--- src/rtl/ipt_pkg.sv ---
// ----------------------------------------------------------------------------
// IP prefix table package
// Shared widths, request codes and the entry, query and match structs.
// ----------------------------------------------------------------------------
package ipt_pkg;

   localparam int TABLE_ENTRIES_DEF = 256;

   localparam int ADDR_W    = 32;
   localparam int LEN_W     = 6;
   localparam int REQ_W     = 2;
   localparam int REMOVED_W = 9;
   localparam int OCTET_W   = 8;

   localparam logic [REQ_W-1:0]     REQ_INSERT  = 2'd0;
   localparam logic [REQ_W-1:0]     REQ_DELETE  = 2'd1;
   localparam logic [REQ_W-1:0]     REQ_SEARCH  = 2'd2;
   localparam logic [LEN_W-1:0]     MAX_LEN     = 6'd32;
   localparam logic [REMOVED_W-1:0] REMOVED_MAX = 9'd511;
   localparam logic [ADDR_W-1:0]    ALL_ONES    = 32'hFFFF_FFFF;

   typedef struct packed {
      logic              valid;
      logic [ADDR_W-1:0] addr;
      logic [LEN_W-1:0]  len;
   } entry_type;

   typedef struct packed {
      logic [ADDR_W-1:0] addr;
      logic [LEN_W-1:0]  len;
   } query_type;

   typedef struct packed {
      logic free;
      logic del_hit;
      logic srch_hit;
   } match_type;

endpackage

--- src/rtl/ipt_match.sv ---
// ----------------------------------------------------------------------------
// IP prefix table compare unit
// Checks one stored entry against the request: free slot, exact delete match
// and first-octet prefix search match.
// ----------------------------------------------------------------------------
module ipt_match (
   input  ipt_pkg::entry_type entry,
   input  ipt_pkg::query_type query,
   output ipt_pkg::match_type result
);
   import ipt_pkg::*;

   logic [ADDR_W-1:0] mask;
   logic              octet_eq;

   assign mask     = ~(ALL_ONES >> entry.len);
   assign octet_eq = entry.addr[ADDR_W-1 -: OCTET_W] == query.addr[ADDR_W-1 -: OCTET_W];

   always_comb begin
      result.free     = !entry.valid;
      result.del_hit  = entry.valid && (entry.addr == query.addr) && (entry.len == query.len);
      result.srch_hit = entry.valid && (entry.len <= MAX_LEN) && octet_eq &&
                        ((entry.addr & mask) == (query.addr & mask));
   end

endmodule

--- config.mk ---
export PLATFORM = sky130hd
export DESIGN_NAME = ipt_match
export DESIGN_NICKNAME = d
export VERILOG_FILES = /design/src/rtl/ipt_pkg.sv /design/src/rtl/ipt_match.sv
export SDC_FILE = /design/constraint.sdc
export NUM_CORES = 1
export LEC_CHECK = 0
export ABC_AREA = 0
export BUFFER_PORTS_ARGS = -buffer_cell sky130_fd_sc_hd__buf_2
export CAP_MARGIN = 20
export CORE_MARGIN = 2
export CORE_UTILIZATION = 40
export DETAILED_ROUTE_END_ITERATION = 10
export PLACE_DENSITY_LB_ADDON = 0.08
export SETUP_SLACK_MARGIN = 0.15
export SLEW_MARGIN = 40
export SYNTH_ARGS = -nofsm -noshare
export SYNTH_HDL_FRONTEND = slang
export SYNTH_SLANG_ARGS = --single-unit
--- constraint.sdc ---
create_clock -name vclk -period 6.04
set_clock_uncertainty 0.2 [all_clocks]
set_input_delay 0.906 -clock vclk [all_inputs]
set_output_delay 0.906 -clock vclk [all_outputs]
set_load 0.005 [all_outputs]
==> results of run 1 <==
[worst min path at each step]
| stage | depth (start not counted) | to | slack, ns | from |
|---|---|---|---|---|
| floorplan | 1 | result[2] | 1.65 | entry[38] |
| global placement | 3 | result[2] | 1.84 | entry[38] |
| detailed placement | 3 | result[2] | 1.85 | entry[38] |
| CTS | 3 | result[2] | 1.85 | entry[38] |
| global route | 3 | result[2] | 1.86 | entry[38] |
| finish | 3 | result[2] | 1.85 | entry[38] |
[tightest hold or removal path, stage by stage]
cell	delay, ns
buf_2	0.07
inv_1	0.04
buf_2	0.12
[power by group]
| group | switching (mW) | internal, mW |
|---|---|---|
| Combinational | 0.0385 | 0.0431 |
| Clock | 0 | 0 |
| Sequential | 0 | 0 |
| Total | 0.0385 | 0.0431 |
[cell usage in the layout, fill, tap and decap left out, drive strengths merged]
cell type,netlist,layout
a2111oi,1,1
a211oi,3,3
a21boi,1,1
a21oi,3,3
a221o,1,1
a222oi,1,1
a311oi,1,1
and3,1,1
and3b,1,1
buf,1,80
inv,2,2
nand2,4,4
nand3,7,7
nand4,3,3
nor2,3,3
nor2b,1,1
nor3,2,2
nor4,5,5
nor4b,1,1
o211ai,2,2
o21ai,7,7
o21ba,1,1
o21bai,1,1
o22ai,6,6
o41a,1,1
or3,1,1
or4,1,1
or4b,1,1
xnor2,27,27
xor2,11,11
[cell usage after synthesis (2+ instances only)]
library cell / number / area share, %
nor3_1: 2 / 1.3
o21ai_0: 7 / 4.6
nand4_1: 3 / 2.5
o22ai_1: 5 / 4.1
a21oi_1: 3 / 2.0
clkbuf_1: 5 / 2.5
o211ai_1: 2 / 2.0
nand3_1: 7 / 4.6
nor2_1: 3 / 1.5
xnor2_1: 26 / 30
inv_1: 2 / 0.98
xor2_1: 11 / 13
nand2_1: 4 / 2.0
nor4_1: 5 / 4.1
a211oi_1: 3 / 2.9
[layout make-up]
cell class,instances,area [um2],share of cell area (%)
multi-input combinational,98,734,62.6
timing repair buffer,80,400,34.1
inverter,2,7.51,0.640
tap,25,31.3,2.67
[cell families (layout without fill, tap and decap cells)]
group                     after synthesis  after routing  share of synthesized area (%)
AOI/OAI and AO/OA                      29             29                           27.6
buffers and inverters                   8             82                           4.08
xor gates and xnor gates               38             38                           44.4
and+or+nand+nor                        31             31                           23.9
[metal layers]
metal | wire (um) | vias to the layer above
li1 | - | 547
met1 | 924 | 459
met2 | 1200 | 53
met3 | 209 | 0
met4 | 0 | 0
met5 | 0 | -
==> summary.md, run 1 <==
| Metric | Value |
|---|---|
| VDD IR-drop max | 0.0000381 V |
| Worst Path Arrival | 2.76 ns |
| Fraction of layout instances using a drive strength above 1 | 47.8% |
| Register area | 0 um2 |
| Syn Inst Count | 106 |
| Clock buffer count | 0 |
| Dpl cell area | 0.00117 mm2 |
| Met3 Use GR | 0.377% |
| Worst setup EP type | output pin |
| Core Footprint | 0.00176 mm2 |
| Vias in the first global route | 844 |
| Post-layout nets | 259 |
| First-pass detailed-route iteration total | 4 |
| WL/cell | 11.4 um |
| HP Class | input port to output pin |
| Largest net degree at the start of global routing | 17 |
| I/O Buffers | 80 |
| Chip width | 47.8 um |
| Leakage power | 0.521 nW |
| DR vias | 1059 |
| Status | complete, no violations |
| Wirelength, routed | 2.34 mm |
| Post-route setup TNS | 0 ns |
| Grt total ovfl | 0 |
| Syn nets | 183 |
| Worst path slowest cell | or4b_1 |
| Row Count | 15 |
| GR Util met2 | 33.3% |
| CP delay by family, top | simple AND/OR/NAND/NOR gates |
| DR iter-0 viols | 27 |
| First-pass GRT wire length | 3.22 mm |
| Drc violations | 0 |
| Cell chain of the critical path | buf_2, xor2_1, nor4_1, nor4b_2, or4b_1, a2111oi_2, buf_2 |
| Initial antenna violation count | 0 |
| Most common cell on crit path | buf_2 |
| Max Slew Vio Count | 0 |
| Routability cong. | 0.765 |
| WHS | 1.85 ns |
| Post-layout minimum cycle time | 3.87 ns |
| Total power | 0.0816 mW |
| Critical Path RT | 4.93 ns |
| Design area | 0.00117 mm2 |
| Global routing's busiest layer | met2 |
| Setup-failing EPs final | 0 |
| Worst rel slew slack | 80.4% |
| Synthesis Warnings | 0 |
| Syn Area/Cell | 7.22 um2 |
| Initial Util | 43.4% |
| RSZ-0062 raised after global routing | false |
| Worst Path Buf+Inv | 2 |
| Die area | 0.00228 mm2 |
| Startpoint Class | input port |
| Final core utilization | 66.5% |
| Critical Path Fanout Max | 2 |
| Place WS | 2.16 ns |
| Max-cap violations | 0 |
| Synthesis-to-layout area growth | 53.3% |
| Hpwl dp | 2.06 mm |
| ANT nets after route | 0 |
| Post-placement cell count | 205 |
| Tot GR Track Use | 18.7% |
| Fin. Hold Viols | 0 |
| Setup Buffers After CTS | 0 |
| CP Depth | 7 |
| Io pins | 80 |
| Seq_cells | 0 |
| Worst path max stage delay | 0.48 ns |
| Max Freq | 259 MHz |
| Met1 GRT Util | 25.8% |
| Worst Tran Pin Value | 0.291 ns |
| Post-CTS Resized | 0 |
| Hold buffers post-CTS | 0 |
| Diodes inserted | 0 |
| WS Path Type | input port to output pin |
| Fill cells | 186 |
| Vert. Die Dim | 47.8 um |
| Netlist cell types | 33 |
| Sequential cell area fraction in the yosys report | 0% |
| DR vias/cell | 5.17 |
| Non-Filler Instances | 205 |
| Mapped Area | 766 um2 |
| Crit. Startpoint | entry[31] |
| Critical Path End | result[0] |
| Pwr dens | 69.5 mW/mm2 |
| Fin crit share | 64.0% |
| Fin worst setup slack | 2.17 ns |
Note: power is estimated with default switching activity, not from simulation.
==> run 2: changes to the inputs <==
--- a/config.mk
+++ b/config.mk
@@ -9,7 +9,7 @@
 export BUFFER_PORTS_ARGS = -buffer_cell sky130_fd_sc_hd__buf_2
 export CAP_MARGIN = 20
 export CORE_MARGIN = 2
-export CORE_UTILIZATION = 40
+export CORE_UTILIZATION = 34
 export DETAILED_ROUTE_END_ITERATION = 10
 export PLACE_DENSITY_LB_ADDON = 0.08
 export SETUP_SLACK_MARGIN = 0.15
==> constraint.sdc (replaced) <==
create_clock -name vclk -period 3.3
set_clock_uncertainty 0.2 [all_clocks]
set_input_delay 0.495 -clock vclk [all_inputs]
set_output_delay 0.495 -clock vclk [all_outputs]
set_load 0.005 [all_outputs]
==> run 2 against run 1 <==
Via count rose by 0.19%. Routed wire length rose by 2.0%. Hold slack got worse by 0.83 ns.
==> summary.md, run 2 (synthesized netlist as in run 1, its figures left out) <==
| Metric | Value |
|---|---|
| DR iter-0 viols | 21 (was 27) |
| Row Count | 17 (was 15) |
| WL/cell | 11.5 um (was 11.4 um) |
| Worst rel slew slack | 81.4% (was 80.4%) |
| Initial antenna violation count | 0 (unchanged) |
| Critical Path RT | 2.60 ns (was 4.93 ns) |
| First-pass GRT wire length | 3.73 mm (was 3.22 mm) |
| Max Freq | 333 MHz |
| Drc violations | 0 (unchanged) |
| Fin. Hold Viols | 0 (unchanged) |
| First-pass detailed-route iteration total | 4 (unchanged) |
| Post-placement cell count | 208 (was 205) |
| Tot GR Track Use | 17.2% (was 18.7%) |
| Startpoint Class | input port (unchanged) |
| Post-route setup TNS | 0 ns (unchanged) |
| Initial Util | 35.3% (was 43.4%) |
| Core Footprint | 0.00217 mm2 (was 0.00176 mm2) |
| Critical Path Fanout Max | 2 (unchanged) |
| Total power | 0.152 mW (was 0.0816 mW) |
| Pwr dens | 128 mW/mm2 (was 69.5 mW/mm2) |
| Diodes inserted | 0 (unchanged) |
| Chip width | 51.5 um (was 47.8 um) |
| Max Slew Vio Count | 0 (unchanged) |
| Post-layout nets | 259 (unchanged) |
| Setup Buffers After CTS | 0 (unchanged) |
| Seq_cells | 0 (unchanged) |
| Non-Filler Instances | 208 (was 205) |
| Most frequent cells in the layout | 80 x buf_2, 26 x xnor2_1, 11 x xor2_1 (unchanged) |
| Synthesis-to-layout area growth | 54.6% (was 53.3%) |
| WS Path Type | input port to output pin (unchanged) |
| Vias in the first global route | 992 (was 844) |
| Wirelength, routed | 2.38 mm (was 2.34 mm) |
| Clock buffer count | 0 (unchanged) |
| DR vias/cell | 5.10 (was 5.17) |
| I/O Buffers | 80 (unchanged) |
| Fill cells | 239 (was 186) |
| HP Class | input port to output pin (unchanged) |
| Fraction of layout instances using a drive strength above 1 | 48.3% (was 47.8%) |
| DR vias | 1061 (was 1059) |
| Grt total ovfl | 0 (unchanged) |
| Fin crit share | 91.1% |
| Hpwl dp | 2.04 mm (was 2.06 mm) |
| RSZ-0062 raised after global routing | false (unchanged) |
| ANT nets after route | 0 (unchanged) |
| Post-CTS Resized | 0 (unchanged) |
| Vert. Die Dim | 51.5 um (was 47.8 um) |
| Worst Path Arrival | 2.31 ns (was 2.76 ns) |
| Hold buffers post-CTS | 0 (unchanged) |
| Worst Tran Pin Value | 0.278 ns (was 0.291 ns) |
| Most common cell after layout, fill and taps aside | buf_2 (unchanged) |
| Status | complete, no violations (unchanged) |
| Setup-failing EPs final | 0 (unchanged) |
| Post-layout minimum cycle time | 3.01 ns |
| Routability cong. | 0.802 (was 0.765) |
| Worst setup EP type | output pin (unchanged) |
| Leakage power | 0.521 nW (about the same) |
| Io pins | 80 (unchanged) |
| Largest net degree at the start of global routing | 17 (unchanged) |
| Die area | 0.00265 mm2 (was 0.00228 mm2) |
| Max-cap violations | 0 (unchanged) |
| Register area | 0 um2 (unchanged) |
| VDD IR-drop max | 0.0000558 V (was 0.0000381 V) |
==> run 2: final cells by class <==
cell class / count / area (um2) / share of cell area [%]
tap: 28 / 35.0 / 2.96
inverter: 2 / 7.51 / 0.634
timing repair buffer: 80 / 400 / 33.8
multi-input combinational: 98 / 741 / 62.6
==> run 2: worst paths after layout <==
path,end,depth (start not counted),slack [ns],start
worst min-delay path,result[2],3,1.02,entry[38]
worst max-delay path,result[0],7,0.29,entry[31]
==> run 2: through the flow <==
| stage | hold WS (ns) | util [%] | instance area [um2] | setup slack, ns |
|---|---|---|---|---|
| after floorplan | 0.831 | - | 766 | 0.689 |
| after global placement | 1.02 | 54.3 | 1180 | 0.268 |
| after detailed placement | 1.03 | 54.3 | 1180 | 0.278 |
| after CTS | 1.03 | 54.3 | 1180 | 0.266 |
| after global routing | 1.03 | 54.6 | 1180 | 0.176 |
| final | 1.02 | 54.6 | 1180 | 0.295 |
==> run 2: power breakdown <==
group | internal (mW) | switching (mW)
clock | 0 | 0
combinational | 0.0792 | 0.0727
sequential | 0 | 0
total | 0.0792 | 0.0727
==> run 2: per-layer routing <==
layer	track usage [%]	wire (um)	part of all wire (%)	vias up
met4	0	0	0	0
met3	0	163	6.8	0
met5	0	0	0	-
li1	-	-	-	546
met2	33.8	1210	51	44
met1	21.9	1010	43	471
==> run 2: worst max-delay path, stage by stage <==
cell and delay (ns):
buf_2 0.10, xor2_1 0.17, nor4_2 0.28, nor4b_2 0.27, or4b_1 0.47, a2111oi_2 0.34
buf_2 0.17
